[src/rtl/msb_pkg.sv]
// package for the multi-stack shared buffer: sizes, pointer widths,
// status codes and the command bundle from controller to datapath
// no dependencies
`default_nettype none

package msb_pkg;

    localparam int NUM_STACKS = 8;
    localparam int CAPACITY   = 64;

    // slot index and pointer widths; a pointer also holds the null value CAPACITY
    localparam int SLOT_W = (CAPACITY > 1) ? $clog2(CAPACITY) : 1;
    localparam int PTR_W  = $clog2(CAPACITY + 1);
    localparam int STK_W  = (NUM_STACKS > 1) ? $clog2(NUM_STACKS) : 1;

    localparam int MODE_W   = 1;
    localparam int SID_W    = 3;
    localparam int VALUE_W  = 32;
    localparam int STATUS_W = 2;

    localparam logic [PTR_W-1:0] NULL_PTR = PTR_W'(CAPACITY);

    localparam logic [MODE_W-1:0] MODE_PUSH = 1'b0;
    localparam logic [MODE_W-1:0] MODE_POP  = 1'b1;

    localparam logic [STATUS_W-1:0] STATUS_DONE  = 2'd0;
    localparam logic [STATUS_W-1:0] STATUS_FULL  = 2'd1;
    localparam logic [STATUS_W-1:0] STATUS_EMPTY = 2'd2;

    typedef struct packed {
        logic accept;  // latch the request and issue the store reads
        logic exec;    // apply pointer updates and load the result register
    } cmd_t;

endpackage

`default_nettype wire

[src/rtl/msb_ctrl.sv]
// controller for the multi-stack shared buffer: two-state sequencer
// and the result-valid flag; depends on msb_pkg
`default_nettype none

module msb_ctrl (
    input  wire logic        aclk,
    input  wire logic        aresetn,
    input  wire logic        s_tvalid,
    output logic             s_tready,
    output logic             m_tvalid,
    input  wire logic        m_tready,
    output msb_pkg::cmd_t    cmd
);

    localparam logic ST_IDLE = 1'b0;
    localparam logic ST_EXEC = 1'b1;

    logic state_reg;
    logic state_next;
    logic out_valid_reg;
    logic out_valid_next;

    // a waiting result that leaves on this edge frees the result register in time
    assign s_tready   = (state_reg == ST_IDLE) && (!out_valid_reg || m_tready);
    assign cmd.accept = s_tvalid && s_tready;
    assign cmd.exec   = (state_reg == ST_EXEC);
    assign m_tvalid   = out_valid_reg;

    always_comb begin
        state_next = state_reg;
        unique case (state_reg)
            ST_IDLE: begin
                if (cmd.accept) begin
                    state_next = ST_EXEC;
                end
            end
            ST_EXEC: begin
                state_next = ST_IDLE;
            end
            default: begin
                state_next = ST_IDLE;
            end
        endcase
    end

    always_comb begin
        out_valid_next = out_valid_reg;
        if (cmd.exec) begin
            out_valid_next = 1'b1;
        end else if (m_tready) begin
            out_valid_next = 1'b0;
        end
    end

    always_ff @(posedge aclk) begin
        if (!aresetn) begin
            state_reg     <= ST_IDLE;
            out_valid_reg <= 1'b0;
        end else begin
            state_reg     <= state_next;
            out_valid_reg <= out_valid_next;
        end
    end

`ifndef NO_ASSERTIONS
    a_exec_out_free: assert property (@(posedge aclk) disable iff (!aresetn)
        (state_reg == ST_EXEC) |-> !out_valid_reg)
        else $error("result register busy while executing");

    a_accept_exec: assert property (@(posedge aclk) disable iff (!aresetn)
        cmd.accept |=> (state_reg == ST_EXEC) && !s_tready)
        else $error("accepted transfer not followed by execute");
`endif

endmodule

`default_nettype wire

[src/rtl/msb_datapath.sv]
// datapath for the multi-stack shared buffer: slot data and link stores,
// stack tops, free-list head, fill count and result register; depends on msb_pkg
`default_nettype none

module msb_datapath (
    input  wire logic                           aclk,
    input  wire logic                           aresetn,
    input  wire msb_pkg::cmd_t                  cmd,
    input  wire logic [msb_pkg::MODE_W-1:0]     mode,
    input  wire logic [msb_pkg::SID_W-1:0]      stack_id,
    input  wire logic [msb_pkg::VALUE_W-1:0]    push_value,
    output logic      [msb_pkg::STATUS_W-1:0]   status,
    output logic      [msb_pkg::VALUE_W-1:0]    pop_value
);

    localparam int PTR_W  = msb_pkg::PTR_W;
    localparam int SLOT_W = msb_pkg::SLOT_W;
    localparam int STK_W  = msb_pkg::STK_W;

    logic [msb_pkg::VALUE_W-1:0] data_mem [msb_pkg::CAPACITY];
    logic [PTR_W-1:0]            link_mem [msb_pkg::CAPACITY];

    logic [PTR_W-1:0] top_reg [msb_pkg::NUM_STACKS];
    logic [PTR_W-1:0] free_head_reg;
    // slots below the fill count have had their link written; at or above it the
    // link store read is replaced by the reset chain value slot + 1
    logic [PTR_W-1:0] fill_reg;

    logic [msb_pkg::MODE_W-1:0]  mode_reg;
    logic                        ok_reg;
    logic                        written_reg;
    logic [SLOT_W-1:0]           slot_reg;
    logic [STK_W-1:0]            sid_reg;
    logic [PTR_W-1:0]            old_top_reg;
    logic [msb_pkg::VALUE_W-1:0] val_reg;
    logic [PTR_W-1:0]            link_rd_reg;
    logic [msb_pkg::VALUE_W-1:0] data_rd_reg;
    logic [msb_pkg::STATUS_W-1:0] status_reg;
    logic [msb_pkg::VALUE_W-1:0] pop_value_reg;

    logic             sid_ok;
    logic [STK_W-1:0] sid_idx;
    logic [PTR_W-1:0] top_cur;
    logic [PTR_W-1:0] sel_ptr;
    logic             ptr_ok;
    logic [SLOT_W-1:0] slot;
    logic [PTR_W-1:0] link_val;
    logic             do_push;
    logic             do_pop;

    assign sid_ok  = 32'(stack_id) < msb_pkg::NUM_STACKS;
    assign sid_idx = STK_W'(stack_id);
    assign top_cur = sid_ok ? top_reg[sid_idx] : msb_pkg::NULL_PTR;
    assign sel_ptr = (mode == msb_pkg::MODE_POP) ? top_cur : free_head_reg;
    assign ptr_ok  = sel_ptr < msb_pkg::NULL_PTR;
    assign slot    = SLOT_W'(sel_ptr);

    assign link_val = written_reg ? link_rd_reg : (PTR_W'(slot_reg) + PTR_W'(1));
    assign do_push  = cmd.exec && ok_reg && (mode_reg == msb_pkg::MODE_PUSH);
    assign do_pop   = cmd.exec && ok_reg && (mode_reg == msb_pkg::MODE_POP);

    // request latch and synchronous store reads
    always_ff @(posedge aclk) begin
        if (cmd.accept) begin
            mode_reg    <= mode;
            ok_reg      <= sid_ok && ptr_ok;
            written_reg <= sel_ptr < fill_reg;
            slot_reg    <= slot;
            sid_reg     <= sid_idx;
            old_top_reg <= top_cur;
            val_reg     <= push_value;
            link_rd_reg <= link_mem[slot];
            data_rd_reg <= data_mem[slot];
        end
    end

    always_ff @(posedge aclk) begin
        if (do_push) begin
            data_mem[slot_reg] <= val_reg;
            link_mem[slot_reg] <= old_top_reg;
        end else if (do_pop) begin
            link_mem[slot_reg] <= free_head_reg;
        end
    end

    always_ff @(posedge aclk) begin
        if (!aresetn) begin
            for (int i = 0; i < msb_pkg::NUM_STACKS; i++) begin
                top_reg[i] <= msb_pkg::NULL_PTR;
            end
            free_head_reg <= '0;
            fill_reg      <= '0;
        end else if (do_push) begin
            top_reg[sid_reg] <= PTR_W'(slot_reg);
            free_head_reg    <= link_val;
            if (PTR_W'(slot_reg) == fill_reg) begin
                fill_reg <= fill_reg + PTR_W'(1);
            end
        end else if (do_pop) begin
            top_reg[sid_reg] <= link_val;
            free_head_reg    <= PTR_W'(slot_reg);
        end
    end

    always_ff @(posedge aclk) begin
        if (cmd.exec) begin
            if (ok_reg) begin
                status_reg <= msb_pkg::STATUS_DONE;
            end else if (mode_reg == msb_pkg::MODE_POP) begin
                status_reg <= msb_pkg::STATUS_EMPTY;
            end else begin
                status_reg <= msb_pkg::STATUS_FULL;
            end
            pop_value_reg <= do_pop ? data_rd_reg : '0;
        end
    end

    assign status    = status_reg;
    assign pop_value = pop_value_reg;

`ifndef NO_ASSERTIONS
    a_fill_bound: assert property (@(posedge aclk) disable iff (!aresetn)
        fill_reg <= msb_pkg::NULL_PTR)
        else $error("fill count beyond capacity");

    a_free_head_sane: assert property (@(posedge aclk) disable iff (!aresetn)
        free_head_reg <= msb_pkg::NULL_PTR)
        else $error("free-list head corrupt");

    a_pop_frees_slot: assert property (@(posedge aclk) disable iff (!aresetn)
        do_pop |=> free_head_reg == PTR_W'($past(slot_reg)))
        else $error("popped slot not returned to free list");

    a_push_takes_head: assert property (@(posedge aclk) disable iff (!aresetn)
        cmd.accept && (mode == msb_pkg::MODE_PUSH) && sid_ok && ptr_ok
        |=> slot_reg == SLOT_W'($past(free_head_reg)))
        else $error("push does not take the free-list head");
`endif

endmodule

`default_nettype wire

[src/rtl/multi_stack_shared_buffer.sv]
// top level of the multi-stack shared buffer: stream ports, controller
// and datapath; depends on msb_pkg, msb_ctrl, msb_datapath
//
//   channel   direction   tdata                               tuser
//   s_        in          [2:0] stack_id, [34:3] push_value   [0] mode
//   m_        out         [31:0] pop_value                    [1:0] status
//
// each operation runs through an accept step and an execute step: the accept
// cycle reads the stack top from flops and issues the link and data reads from
// the synchronous slot stores, and the execute state that follows applies the
// pointer updates and loads the result register; a new transfer is taken only
// once the previous operation has executed and while the result side keeps up
// a stalled result holds the block after its current operation finishes
// the link store needs no clearing pass, a fill count stands in for its reset chain
`default_nettype none

module multi_stack_shared_buffer (
    input  wire logic        aclk,
    input  wire logic        aresetn,
    input  wire logic        s_tvalid,
    output logic             s_tready,
    input  wire logic [39:0] s_tdata,   // [2:0] stack_id, [34:3] push_value, rest zero
    input  wire logic [0:0]  s_tuser,   // [0] mode
    output logic             m_tvalid,
    input  wire logic        m_tready,
    output logic [31:0]      m_tdata,   // [31:0] pop_value
    output logic [1:0]       m_tuser    // [1:0] status
);

    msb_pkg::cmd_t cmd;

    msb_ctrl u_ctrl (
        .aclk     (aclk),
        .aresetn  (aresetn),
        .s_tvalid (s_tvalid),
        .s_tready (s_tready),
        .m_tvalid (m_tvalid),
        .m_tready (m_tready),
        .cmd      (cmd)
    );

    msb_datapath u_datapath (
        .aclk       (aclk),
        .aresetn    (aresetn),
        .cmd        (cmd),
        .mode       (s_tuser[0]),
        .stack_id   (s_tdata[2:0]),
        .push_value (s_tdata[34:3]),
        .status     (m_tuser),
        .pop_value  (m_tdata)
    );

endmodule

`default_nettype wire
[config.mk]
export PLATFORM = sky130hd
export DESIGN_NAME = multi_stack_shared_buffer
export DESIGN_NICKNAME = d
export VERILOG_FILES = /design/src/rtl/msb_pkg.sv /design/src/rtl/msb_ctrl.sv /design/src/rtl/msb_datapath.sv /design/src/rtl/multi_stack_shared_buffer.sv
export SDC_FILE = /design/constraint.sdc
export NUM_CORES = 2
export LEC_CHECK = 0
export BUFFER_PORTS_ARGS = -buffer_cell sky130_fd_sc_hd__buf_2
export CAP_MARGIN = 5
export CORE_UTILIZATION = 55
export CTS_CLUSTER_DIAMETER = 40
export DETAILED_ROUTE_END_ITERATION = 8
export HOLD_SLACK_MARGIN = 0.12
export PLACE_DENSITY_LB_ADDON = 0.3
export SKIP_CTS_REPAIR_TIMING = 1
export SLEW_MARGIN = 20
export SYNTH_ARGS = -nofsm -noshare
export SYNTH_HDL_FRONTEND = slang
export SYNTH_SLANG_ARGS = --single-unit
[constraint.sdc]
create_clock -name aclk -period 13.2 [get_ports aclk]
set_input_delay 1.98 -clock aclk [delete_from_list [all_inputs] [get_ports aclk]]
set_output_delay 1.98 -clock aclk [all_outputs]
set_load 0.005 [all_outputs]
# [Word level (Yosys, flattened, before mapping)]
# Memory sizes are Yosys's and may differ from the RTL's. A register that Yosys moved wholly into a read port is not among the register bits.
# Cells that the tools add are included.
[op_classes] eq_ne=1 bitwise_logic=4 magnitude_cmp=2 n_reduce_logical=11 add_sub_neg=2 n_mux=24
[op_table] cell="two-way mux 7 bit" n=7
[op_table] cell="two-way mux 1 bit" n=14
[op_table] cell="adder 6 x 1 -> 7 bit (second input constant)" n=1
[op_table] cell="adder 7 x 1 -> 7 bit (second input constant)" n=1
[op_table] cell="equality test 6 x 7 -> 1 bit" n=1
[op_table] cell="< comparator 7 bit" n=1
[op_table] cell="< comparator 7 bit (second input constant)" n=1
[op_table] cell="OR reduction 7 bit" n=1
[op_table] cell="logical AND 1 bit" n=5
[op_table] cell="nonzero test 2 bit" n=2
[op_table] cell="two-way mux 3 bit" n=1
[op_table] cell="two-way mux 2 bit" n=1
[op_table] cell="NOT 1 bit" n=2
[op_table] cell="OR 1 bit" n=2
[op_table] cell="one-hot mux 1 bit (2 select lines)" n=1
[op_table] cell="AND reduction 2 bit" n=1
[op_table] cell="zero test 1 bit" n=1
[op_table] cell="logical OR 1 bit" n=1
[totals] ff_bits=101 word_cells=60 ramBits=2552 mem_count=3
[memory_table] memory="u_datapath.data_mem" words=64 word_bits=32 read_ports=1 rd_ports_with_merged_regs=1 wr=1 line="msb_datapath.sv:20" text="logic [msb_pkg::VALUE_W-1:0] data_mem [msb_pkg::CAPACITY];"
[memory_table] memory="u_datapath.link_mem" words=64 word_bits=7 read_ports=1 rd_ports_with_merged_regs=1 wr=1 line="msb_datapath.sv:21" text="logic [PTR_W-1:0] link_mem [msb_pkg::CAPACITY];"
[memory_table] memory="u_datapath.top_reg" words=8 word_bits=7 read_ports=1 rd_ports_with_merged_regs=0 wr=8 line="msb_datapath.sv:23" text="logic [PTR_W-1:0] top_reg [msb_pkg::NUM_STACKS];"

# [Longest topological paths before layout]
[logic_depth] depth_word=9 ltp_mapped=15 ltp_nobuf=10

# [Hierarchy]
# A second synthesis with hierarchy kept.
[unflattened] cells_unflattened=7152 area_unflattened_um2=105528.7
[modules_own_cells] module="msb_datapath" instances=1 area_per_inst_um2=105432.4 seq_area_each_um2=80637.3 cells_per_inst=7144
[modules_own_cells] module="msb_ctrl" instances=1 area_per_inst_um2=96.3 seq_area_each_um2=40.0 cells_per_inst=8

# [Worst setup path before layout]
# No wires, ideal clock.
[synth_path] path_kind="register -> register" from="register u_ctrl.state_reg" to="memory u_datapath.data_mem[44][0] in the netlist's numbering (enable)" setup_slack_ns=7.742 setup_ns=0.501 t_required_ns=12.699 t_arrival_ns=4.957 synth_period_minus_slack_ns=5.458 path_stages_with_launch=6 cell_sequence="dfxtp_1 -> nand2_1 -> clkbuf_1 -> or2_2 -> clkbuf_1 -> nor4_1"
[synth_between] elab_chain_len=4
[synth_lines] item="start: declaration" line="msb_ctrl.sv:18" text="logic state_reg;"
[synth_lines] item="start signal: assignment" line="msb_ctrl.sv:60" text="state_reg <= state_next;"
[synth_lines] item="logical AND 1 bit (2 in series)" line="msb_datapath.sv:59" text="assign do_push = cmd.exec && ok_reg && (mode_reg == msb_pkg::MODE_PUSH);"
[synth_lines] item="two-way mux 1 bit" line="msb_datapath.sv:78" text="if (do_push) begin"
[synth_lines] item="two-way mux 1 bit (not written as such)" line="msb_datapath.sv:79" text="data_mem[slot_reg] <= val_reg;"
[synth_lines] item="end: declaration" line="msb_datapath.sv:20"
# No other way between the ends.

# [Final worst setup path]
[layout_path] from="input s_tdata[0]" to="register u_datapath.data_rd_reg[7] in the netlist's numbering, read port of u_datapath.data_mem, data pin"
[layout_between] elab_chain_len=2
[layout_lines] item="start: declaration" line="multi_stack_shared_buffer.sv:22" text="input wire logic [39:0] s_tdata,"
[layout_lines] item="memory (8 x 7 bit)"
[layout_lines] item="two-way mux 7 bit" line="msb_datapath.sv:54" text="assign sel_ptr = (mode == msb_pkg::MODE_POP) ? top_cur : free_head_reg;"
[layout_lines] item="end: declaration" line="msb_datapath.sv:37" text="logic [msb_pkg::VALUE_W-1:0] data_rd_reg;"
# No other way between the ends.
# A chain may end at the register's enable or synchronous reset.

==> metrics.txt <==
status=complete, but fails checks; failing checks=design-rule violations; Crit. Startpoint=s_tdata[0]; post-route ant nets=0; Min-Delay Endpoint=u_datapath.free_head_reg[0]$_SDFFE_PN0P_; # fillers=roughly 13000; initial antenna violation count=9; worst-path maximum fanout=172; multi-input combinational cell area=approximately 24000 sq um; Pre-Repair DR Iteration Count=9; clk buf depth=4; leak pwr=0.0395 uW; CTS H-tree depth=5; port buffer count=75; GR peak layer=met2; clock-pin slew on the worst setup and hold paths=0.06 ns; post-synthesis sequential area ratio=0.764; setup TNS=0 ns; Post-Place Cells=8856; Iteration-0 DRC Markers=9764; Post-Synthesis Cells=around 6500; R2R Setup Slk=6.91 ns; max cap viols=0; num ports=slightly above 80; worst vdd ir=0.000137 V; TritonCTS clock tree=done; Setup violations, final=0; number of synthesized flops with an enable pin=2676; Final period util=0.574; RSZ-0062 raised after global routing=false; Synth async-reset ratio=0; Worst Tran Pin Value=1.15 ns; crit path kind=input pin to flip-flop; Yosys cell types=66; PD cells=170 nW/um^2; Via density=6.60; Critical Path AT=8.39 ns; core area=roughly 190000 sq um; largest net degree at the start of global routing=187; wire length per cell=31.4 um; cell depth of the worst min-delay path=2; Die Wd=~440 um; Clock Skew=0.0676 ns; Overflow after GRT=0; Pins Over Slew Limit=0; area of the die=194000 sq um; met1 GRT Util=0.416; hold crit path type=flip-flop to flip-flop; clock net sink count=2692; grt met3 use=0.0673; TritonCTS Buffers=355; Cell Area, Synth=106000 sq um; Initial Util=0.554; min Tclk post-route=between 7 and 8 ns; CTS root buffer=clkbuf_16; vias in the first global route=around 60000; Max Fclk=132 MHz; Synth Flop Type=edfxtp_1; DRC errors left=4; CP startpoint kind=input pin; Synth Area per Inst=16.2 sq um; Post-Route WL=298000 um; max reg flops=2048; Max-slew headroom=0.228; worst r2r src=u_datapath.top_reg[1][0]$_SDFFCE_PN0P_; hold wc startpoint=u_datapath.free_head_reg[0]$_SDFFE_PN0P_; Final nets=6755; HPWL Detailed=151000 um; reg2reg path depth=11; nature of the critical path endpoint=flip-flop; Area growth syn-to-layout=14.8%; FF-to-FF End=u_datapath.data_rd_reg[7]$_DFFE_PP_; Final Hold Fails=0; via count=62700; register area=80700 sq um; #FFs+latches synth=2692; Layout Cells excl Fill=9487; Synth Warn #=0; Die H=440 um; RD Place Congestion=about 0.84; M2 GR Usage=0.472; Design Power=20600 uW; Mapped Nets=6563; gr usage total=0.305; share of cells above drive strength 1=0.157; first-pass GRT wire length=421000 um; Worst EP required=14.01 ns; Rows=160; clock latency on the worst-skew pair=0.96 ns
[layout make-up]
cell class	instances	area share
antenna	5	0.000103
clock buffer	390	0.0755
clock inverter	236	0.0228
inverter	28	0.00109
multi-input combinational	3381	0.194
sequential	2692	0.666
tap	2511	0.0259
timing repair buffer	244	0.0143
[worst max-delay path, stage by stage]
cell and delay [ns]:
buf_2 0.48, mux2_2 0.40, mux4_2 0.78, a21oi_4 0.44, buf_12 0.77, buf_4 0.86, buf_4 0.87, nand2_1 0.13
a21oi_1 0.19, nor3_1 0.08, o21ai_0 0.78, o221a_2 0.36
[logic make-up after synthesis]
| group | share of synthesized area |
|---|---|
| AO/OA/AOI/OAI | 0.0475 |
| XOR/XNOR | 0.00108 |
| flip-flops | 0.764 |
| adder cells (fa/ha/maj) | 0.000948 |
| AND/OR/NAND/NOR | 0.0764 |
| multiplexers | 0.0912 |
| buffers and inverters | 0.0184 |
[synthesized netlist by cell type (16+ instances only)]
cell,number,area (sq um)
buf_2,144,721
nand4_1,41,257
o211a_1,18,180
clkbuf_1,203,762
a32oi_1,58,508
inv_1,23,86.3
o221ai_1,122,1070
a22oi_1,20,150
a21oi_1,194,971
o22ai_1,37,231
and3_1,17,106
buf_1,39,146
mux2_2,21,236
and2_1,43,269
nand3_1,463,2320
o21ai_0,74,370
nor2_1,199,747
mux2i_1,584,5850
a211oi_1,44,330
edfxtp_1,2676,80400
nand2_1,1027,3850
dfxtp_1,16,320
mux4_2,153,3450
nor3_1,45,225
a31oi_1,51,319
[stage by stage]
step	hold slack [ns]	setup WS, ns	area, sq um	utilization
after global placement	0.465	4.84	109000	0.573
final	0.485	5.62	121000	0.636
after detailed placement	0.479	4.79	109000	0.574
after floorplan	0.446	7.74	106000	-
after CTS	0.489	5.77	121000	0.636
after global routing	0.522	5.49	121000	0.636
[how the worst max path moves through the flow]
stage | end | slack, ns | cells after the start
final | u_datapath.data_rd_reg[7]$_DFFE_PP_ | 5.62 | 12
after global routing | u_datapath.data_rd_reg[7]$_DFFE_PP_ | 5.49 | 12
after CTS | u_datapath.data_rd_reg[7]$_DFFE_PP_ | 5.77 | 12
after detailed placement | u_datapath.data_rd_reg[7]$_DFFE_PP_ | 4.79 | 12
after global placement | u_datapath.data_rd_reg[7]$_DFFE_PP_ | 4.84 | 12
after floorplan | u_datapath.data_mem[44][0]$_DFFE_PP_ | 7.74 | 5
[power breakdown]
group	switching [uW]	internal, uW	total (uW)	leakage [uW]
Sequential	37.8	9500	9540	0.0243
Combinational	992	405	1400	0.00948
Clock	3720	5980	9690	0.00570
Total	4750	15900	20600	0.0395
[layout by cell type (no fill, tap or decap), types with 35 or more instances in the layout]
cell type / Yosys / layout
a211oi_1: 44 / 44
buf_4: 14 / 162
a21oi_1: 194 / 194
mux4_2: 153 / 153
nor3_1: 45 / 35
and2_1: 43 / 42
bufinv_16: 0 / 48
mux2i_1: 584 / 582
o22ai_1: 37 / 37
nor2_4: 0 / 60
edfxtp_1: 2676 / 2676
o21ai_0: 74 / 74
nand4_1: 41 / 41
a31oi_1: 51 / 51
clkinvlp_4: 0 / 41
inv_6: 0 / 35
nand2_1: 1027 / 1023
buf_2: 144 / 75
nand3_1: 463 / 463
a32oi_1: 58 / 58
clkbuf_16: 0 / 361
nor2_1: 199 / 137
clkinv_1: 1 / 45
o221ai_1: 122 / 122
[metal layers]
layer  up-vias  part of all wire
met5         -                 0
met4         0             0.050
met3       792              0.12
met2      4514              0.46
met1     31600              0.36
li1      25700                 -
Power figures use the tool's default switching activity.
